$ cat src/aar_pkg.sv
// aar_pkg: shared types, constants and helper functions of the area average downscaler
// used by every module of the block; depends on nothing
`timescale 1ns / 1ps

package aar_pkg;

   // default frame store size
   localparam int MAX_WIDTH_DEF  = 2048;
   localparam int MAX_HEIGHT_DEF = 2048;
   localparam int DEST_LIMIT     = 2048;

   // field and internal widths
   localparam int POS_W   = 11;   // column / row fields
   localparam int REG_W   = 12;   // configuration registers
   localparam int IDX_W   = 13;   // source pixel index
   localparam int CRD_W   = 25;   // scaled footprint coordinates
   localparam int SPAN_W  = 12;   // overlap span on one axis
   localparam int WGT_W   = 24;   // pixel weight
   localparam int WA_W    = 32;   // weight times alpha
   localparam int ACC_A_W = 34;   // alpha accumulator
   localparam int ACC_C_W = 42;   // color accumulators
   localparam int WSUM_W  = 26;   // weight accumulator
   localparam int DIV_W   = 44;   // shared divider width
   localparam int DIV_CNT_W = $clog2(DIV_W + 1);
   localparam int CSR_A_W = 2;
   localparam int REQ_DATA_W = 80;
   localparam int RSP_DATA_W = 56;

   // register indexes
   localparam logic [CSR_A_W-1:0] REG_SRC_WIDTH  = 2'd0;
   localparam logic [CSR_A_W-1:0] REG_SRC_HEIGHT = 2'd1;
   localparam logic [CSR_A_W-1:0] REG_DST_WIDTH  = 2'd2;
   localparam logic [CSR_A_W-1:0] REG_DST_HEIGHT = 2'd3;

   // item kinds
   localparam logic MODE_WRITE   = 1'b0;
   localparam logic MODE_REQUEST = 1'b1;

   typedef enum logic [3:0] {
      ST_IDLE,
      ST_EDGE_X,
      ST_EDGE_Y,
      ST_DIV_GO,
      ST_DIV_WAIT,
      ST_ROW,
      ST_ROW_CHK,
      ST_ROW_NEXT,
      ST_COL,
      ST_COL_CHK,
      ST_AMUL,
      ST_ACC,
      ST_COL_NEXT,
      ST_FINISH,
      ST_OUT
   } state_type;

   typedef enum logic [2:0] {
      DIV_IX0,
      DIV_IX1,
      DIV_IY0,
      DIV_IY1,
      DIV_ALPHA,
      DIV_RED,
      DIV_GREEN,
      DIV_BLUE
   } div_sel_type;

   typedef struct packed {
      logic        accept_write;
      logic        accept_req;
      logic        edge_x;
      logic        edge_y;
      logic        div_start;
      div_sel_type div_sel;
      logic        row_calc;
      logic        sy_inc;
      logic        col_calc;
      logic        sx_inc;
      logic        wmul;
      logic        amul;
      logic        acc;
      logic        out_load;
   } cmd_type;

   typedef struct packed {
      logic in_range;
      logic row_ok;
      logic col_ok;
      logic sx_last;
      logic sy_last;
      logic wsum_nz;
      logic acca_nz;
      logic div_done;
      logic out_free;
   } status_type;

   // zero counts as one, too large saturates to top
   function automatic logic [REG_W-1:0] clamp_reg(input logic [REG_W-1:0] v, input int top);
      logic [REG_W-1:0] r;
      begin
         r = v;
         if (v == '0) begin
            r = REG_W'(1);
         end else if (32'(v) > top) begin
            r = REG_W'(top);
         end
         return r;
      end
   endfunction

   // saturate a rounded quotient to one channel
   function automatic logic [7:0] sat8(input logic [DIV_W-1:0] q);
      logic [7:0] r;
      begin
         r = (q > DIV_W'(255)) ? 8'hFF : q[7:0];
         return r;
      end
   endfunction

endpackage

$ cat src/aar_ctrl.sv
// aar_ctrl: controller that sequences writes, the footprint walk and the divisions
// uses aar_pkg; steers aar_dp through command and status structs
`timescale 1ns / 1ps

module aar_ctrl (
   input  logic                clock,
   input  logic                reset,
   input  logic                req_tvalid,
   input  logic                req_tuser,
   output logic                req_tready,
   input  aar_pkg::status_type status,
   output aar_pkg::cmd_type    cmd
);

   aar_pkg::state_type   state_ff, state_in;
   aar_pkg::div_sel_type sel_ff, sel_in;

   always_ff @(posedge clock) begin
      if (reset) begin
         state_ff <= aar_pkg::ST_IDLE;
         sel_ff   <= aar_pkg::DIV_IX0;
      end else begin
         state_ff <= state_in;
         sel_ff   <= sel_in;
      end
   end

   // next state and commands
   always_comb begin
      state_in   = state_ff;
      sel_in     = sel_ff;
      req_tready = 1'b0;
      cmd        = '0;
      cmd.div_sel = sel_ff;
      unique case (state_ff)
         aar_pkg::ST_IDLE: begin
            req_tready = 1'b1;
            if (req_tvalid) begin
               if (req_tuser == aar_pkg::MODE_WRITE) begin
                  cmd.accept_write = 1'b1;
               end else begin
                  cmd.accept_req = 1'b1;
                  state_in = status.in_range ? aar_pkg::ST_EDGE_X : aar_pkg::ST_OUT;
               end
            end
         end
         aar_pkg::ST_EDGE_X: begin
            cmd.edge_x = 1'b1;
            state_in   = aar_pkg::ST_EDGE_Y;
         end
         aar_pkg::ST_EDGE_Y: begin
            cmd.edge_y = 1'b1;
            sel_in     = aar_pkg::DIV_IX0;
            state_in   = aar_pkg::ST_DIV_GO;
         end
         aar_pkg::ST_DIV_GO: begin
            cmd.div_start = 1'b1;
            state_in      = aar_pkg::ST_DIV_WAIT;
         end
         aar_pkg::ST_DIV_WAIT: begin
            if (status.div_done) begin
               state_in = aar_pkg::ST_DIV_GO;
               case (sel_ff)
                  aar_pkg::DIV_IX0: sel_in = aar_pkg::DIV_IX1;
                  aar_pkg::DIV_IX1: sel_in = aar_pkg::DIV_IY0;
                  aar_pkg::DIV_IY0: sel_in = aar_pkg::DIV_IY1;
                  aar_pkg::DIV_IY1: state_in = aar_pkg::ST_ROW;
                  aar_pkg::DIV_ALPHA: begin
                     if (status.acca_nz) sel_in = aar_pkg::DIV_RED;
                     else state_in = aar_pkg::ST_OUT;
                  end
                  aar_pkg::DIV_RED:   sel_in = aar_pkg::DIV_GREEN;
                  aar_pkg::DIV_GREEN: sel_in = aar_pkg::DIV_BLUE;
                  default:            state_in = aar_pkg::ST_OUT;
               endcase
            end
         end
         aar_pkg::ST_ROW: begin
            cmd.row_calc = 1'b1;
            state_in     = aar_pkg::ST_ROW_CHK;
         end
         aar_pkg::ST_ROW_CHK: begin
            state_in = status.row_ok ? aar_pkg::ST_COL : aar_pkg::ST_ROW_NEXT;
         end
         aar_pkg::ST_ROW_NEXT: begin
            if (status.sy_last) begin
               state_in = aar_pkg::ST_FINISH;
            end else begin
               cmd.sy_inc = 1'b1;
               state_in   = aar_pkg::ST_ROW;
            end
         end
         aar_pkg::ST_COL: begin
            cmd.col_calc = 1'b1;
            state_in     = aar_pkg::ST_COL_CHK;
         end
         aar_pkg::ST_COL_CHK: begin
            if (status.col_ok) begin
               cmd.wmul = 1'b1;
               state_in = aar_pkg::ST_AMUL;
            end else begin
               state_in = aar_pkg::ST_COL_NEXT;
            end
         end
         aar_pkg::ST_AMUL: begin
            cmd.amul = 1'b1;
            state_in = aar_pkg::ST_ACC;
         end
         aar_pkg::ST_ACC: begin
            cmd.acc  = 1'b1;
            state_in = aar_pkg::ST_COL_NEXT;
         end
         aar_pkg::ST_COL_NEXT: begin
            if (status.sx_last) begin
               state_in = aar_pkg::ST_ROW_NEXT;
            end else begin
               cmd.sx_inc = 1'b1;
               state_in   = aar_pkg::ST_COL;
            end
         end
         aar_pkg::ST_FINISH: begin
            if (status.wsum_nz) begin
               sel_in   = aar_pkg::DIV_ALPHA;
               state_in = aar_pkg::ST_DIV_GO;
            end else begin
               state_in = aar_pkg::ST_OUT;
            end
         end
         aar_pkg::ST_OUT: begin
            if (status.out_free) begin
               cmd.out_load = 1'b1;
               state_in     = aar_pkg::ST_IDLE;
            end
         end
         default: state_in = aar_pkg::ST_IDLE;
      endcase
   end

endmodule

$ cat config.mk
export PLATFORM = sky130hd
export DESIGN_NAME = aar_ctrl
export DESIGN_NICKNAME = d
export VERILOG_FILES = /design/src/aar_pkg.sv /design/src/aar_ctrl.sv
export SDC_FILE = /design/constraint.sdc
export NUM_CORES = 1
export LEC_CHECK = 0
export BUFFER_PORTS_ARGS = -buffer_cell sky130_fd_sc_hd__buf_2
export CAP_MARGIN = 10
export CORE_UTILIZATION = 45
export DETAILED_ROUTE_END_ITERATION = 8
export GPL_TIMING_DRIVEN = 0
export HOLD_SLACK_MARGIN = 0.02
export PLACE_DENSITY = 0.73
export SYNTH_ARGS = -nofsm -noshare
export SYNTH_HDL_FRONTEND = slang
export SYNTH_SLANG_ARGS = --single-unit
$ cat constraint.sdc
create_clock -name clock -period 2.1 [get_ports clock]
set_input_delay 0.42 -clock clock [delete_from_list [all_inputs] [get_ports clock]]
set_output_delay 0.42 -clock clock [all_outputs]
set_load 0.1 [all_outputs]
==> key figures <==
Global routing
  • Number of global-route vias before repair: 932
  • Global routing usage summed across all routing layers: a little over a quarter
  • First-pass GRT wire length: 4.04 mm
  • Overflow left after global routing: 0
  • Initial antenna violation count: 0
  • Pin count of the biggest net entering global routing: 11

Clock network
  • Number of buffers inserted during clock tree synthesis: 3
  • TritonCTS clock tree: yes
  • Source-to-sink clock delay at the later pin of the worst-skew pair: 0.25 ns
  • Number of buffers inserted by post-CTS setup repair: 0
  • Deepest level of the CTS H-tree: 1
  • Max Root-Sink Buffers: 2
  • Number of hold buffers added after CTS: 0
  • Root cell of the clock tree: clkbuf_4
  • Number of clock sinks seen by CTS: 7
  • Clock edge transition at the registers on the reported setup and hold paths: 0.05 ns

Synthesis
  • Number of enable-type register cells in the synthesized netlist: 0
  • Syn_area_per_cell: 7.25 µm²
  • Syn Nets: 130
  • Gate Count Post-Synth: 117
  • Flip-flop and latch count after synthesis: 7
  • Dominant register cell in the synthesized netlist: dfxtp_1
  • Count of warnings emitted by yosys: 0
  • Part of the Yosys area used for sequential elements: 16.5%
  • Post-synthesis instance area: between 800 and 900 µm²
  • Number of distinct library cells after synthesis: between 40 and 50
  • Synth async-reset ratio: 0%

Floorplanning
  • Height of the chip: 45.4 µm
  • Area of the placeable core: 1750 µm²
  • Horizontal extent of the die: 45.4 µm
  • Area of the die: 2060 µm²
  • Count of pins on the block boundary: 30
  • # rows: 15
  • Effective utilization at floorplan: 48.6%

Placement
  • Post-placement setup slack: 0.0207 ns
  • Number of cells in the design after placement: 171
  • IO Port Bufs: 29
  • Cell area after placement: 1150 µm²
  • Total half-perimeter wirelength after legalization and detailed placement: 1.92 mm
  • Weighted congestion reported at the end of routability-driven placement: 0.853

Power and ir drop
  • Leakage power summed over all cells: 0.494 nW
  • Total power density per cell area: around 1500 nW/µm²
  • Largest vdd supply drop: approximately 0.97 mV

Routing
  • DR WL/cell: 14.3 µm
  • Final routed DRC violation total: 0
  • Detailed-route vias per instance: 5.77
  • Number of detailed-routing iterations run before antenna repair: 4
  • Routed vias: 1010
  • DRC violation total after the first TritonRoute iteration: 35
  • Total Routed Length: 2.51 mm
  • Antenna Violating Nets Remaining: 0

STA
  • Final worst hold slack: 0.390 ns
  • Setup-failing EPs final: 0
  • Clock period minus final worst setup slack: 2.03 ns
  • Max-slew violation total from the final report: 0
  • Unrepaired setup endpoints after global routing: no
  • Sum of negative setup slack: 0 ns
  • Final hold violation count: 0
  • Worst clock skew: 0.00169 ns
  • Worst Setup Slack, final: around 0.069 ns
  • Tightest Pin Transition: about 0.5 ns
  • Worst slew margin: 67.4%
  • Final clock period utilization by the worst path: 96.7%
  • Achievable clock frequency: 492 MHz

Min path
  • Worst hold path stage count: 2
  • Worst hold path startpoint: reset
  • Path type of the worst min-delay path: in -> reg
  • Endpoint with the worst hold slack: sel_ff[0]

Worst setup path
  • Critical Path RT: 1.68 ns
  • Launching element type of the critical path: register
  • Reg2Reg Depth: 6
  • Slowest cell delay on critical path: 0.43 ns
  • Worst-path cell chain: or2b_1, nor2_2, buf_2
  • FF-to-FF Start: state_ff[1]
  • Crit. Startpoint: state_ff[1]
  • Buffers and inverters on the worst path: 1
  • Reg2Reg Setup Slack: 0.45 ns
  • Crit-path slowest cell: buf_2
  • RR Endpoint: sel_ff[0]
  • Crit path arrival time: 1.61 ns
  • CP Max Fanout: 4
  • CP delay by family, top: simple AND/OR/NAND/NOR gates
  • Kind of capture point of the worst setup path: output pin
  • Critical path type: reg -> out

Finish
  • Antenna diode count: 0
  • Fraction of final layout cells sized beyond drive strength 1: 48.7%
  • Layout area overhead: 48.5%
  • Sequential cell area: 141 µm²
  • Nets@finish: 164
  • Final design instance area without fill: about 1300 µm²
  • Final Non-Filler Cells: between 150 and 200
  • Filler cell count in the final layout: ~140
  • Multi-input combinational cell area: 759 µm²

Flow run
  • # Max-Cap Violations: 0

Status
  • Status: finished clean
report_power, final:
part	leakage, nW	internal (mW)	switching (mW)
combinational	0.422	0.474	1.10
clock	0.0150	0.0724	0.0483
sequential	0.0574	0.168	0.0355
worst reg2reg max path: stages (launching register included):
cell and delay (ns):
dfxtp_1 0.40, buf_6 0.17, nand2b_1 0.37, a21oi_2 0.12, o21ai_2 0.25, mux2i_1 0.21, nor2_1 0.05
kinds of logic after synthesis:
| group | Yosys count | synth area share, % |
|---|---|---|
| buf+inv | 16 | 11.1 |
| flops | 7 | 16.5 |
| compound gates | 35 | 31.6 |
| mux | 1 | 1.18 |
| xor+xnor | 1 | 1.03 |
| simple gates | 57 | 38.6 |
stage by stage:
step	util [%]	total power [mW]
floorplan	-	1.46
global placement	66.0	1.66
detailed placement	66.0	1.68
CTS	70.0	1.84
global route	72.2	2.01
finish	72.2	1.90
cell usage in the layout (no fill, tap or decap), drive strengths merged, types with 3 or more instances in the layout:
cell type	netlist	layout
o21ai	9	9
nor3	10	10
dfxtp	7	7
or3	3	3
nand2b	5	5
clkbuf	0	5
nand2	14	14
a311oi	3	3
nor2	11	11
inv	7	7
buf	9	37
a21oi	8	8
state kept, by name, indices dropped and copies added (netlist names):
signal	count
sel_ff	3
state_ff	4
per-layer routing:
metal / GRT usage, % / share of wire, %
met1: 32.8 / 43
met5: 0 / 0
met2: 45.1 / 50
met4: 9.09 / 1.8
met3: 5.95 / 5.2
what timing repair did:
item                       CTS  global route
setup endpoints to repair   10             7
resized for setup           16            10
pin swaps                    0             0
gates cloned                 0             0
worst max-delay path by stage:
stage,depth (start not counted),slack [ns],to
global route,3,0.01,cmd[1]
floorplan,4,-0.65,cmd[15]
global placement,5,0.03,cmd[0]
finish,3,0.07,cmd[1]
CTS,3,0.009,cmd[14]
detailed placement,4,0.02,cmd[6]
synthesized netlist by cell type (2+ instances only):
master	number	area (µm²)
nand2_1	14	52.6
nor2_1	11	41.3
nor3_1	9	45.0
dfxtp_1	7	140
a21oi_1	6	30.0
o21ai_0	6	30.0
inv_1	5	18.8
nand2b_1	5	31.3
buf_4	4	30.0
buf_2	3	15.0
a211oi_1	2	15.0
a21o_1	2	15.0
a311oi_1	2	17.5
a31oi_1	2	12.5
buf_6	2	22.5
inv_2	2	7.51
nand3_1	2	10.0
o21ai_1	2	10.0
or3_1	2	12.5
cell type report:
type / count / area share (%)
inverter: 7 / 2.09
sequential: 7 / 11.2
clock buffer: 4 / 2.09
timing repair buffer: 29 / 15.8
buffer: 9 / 6.06
multi-input combinational: 94 / 60.3
tap: 25 / 2.48
Note: power is estimated with default switching activity, not from simulation.
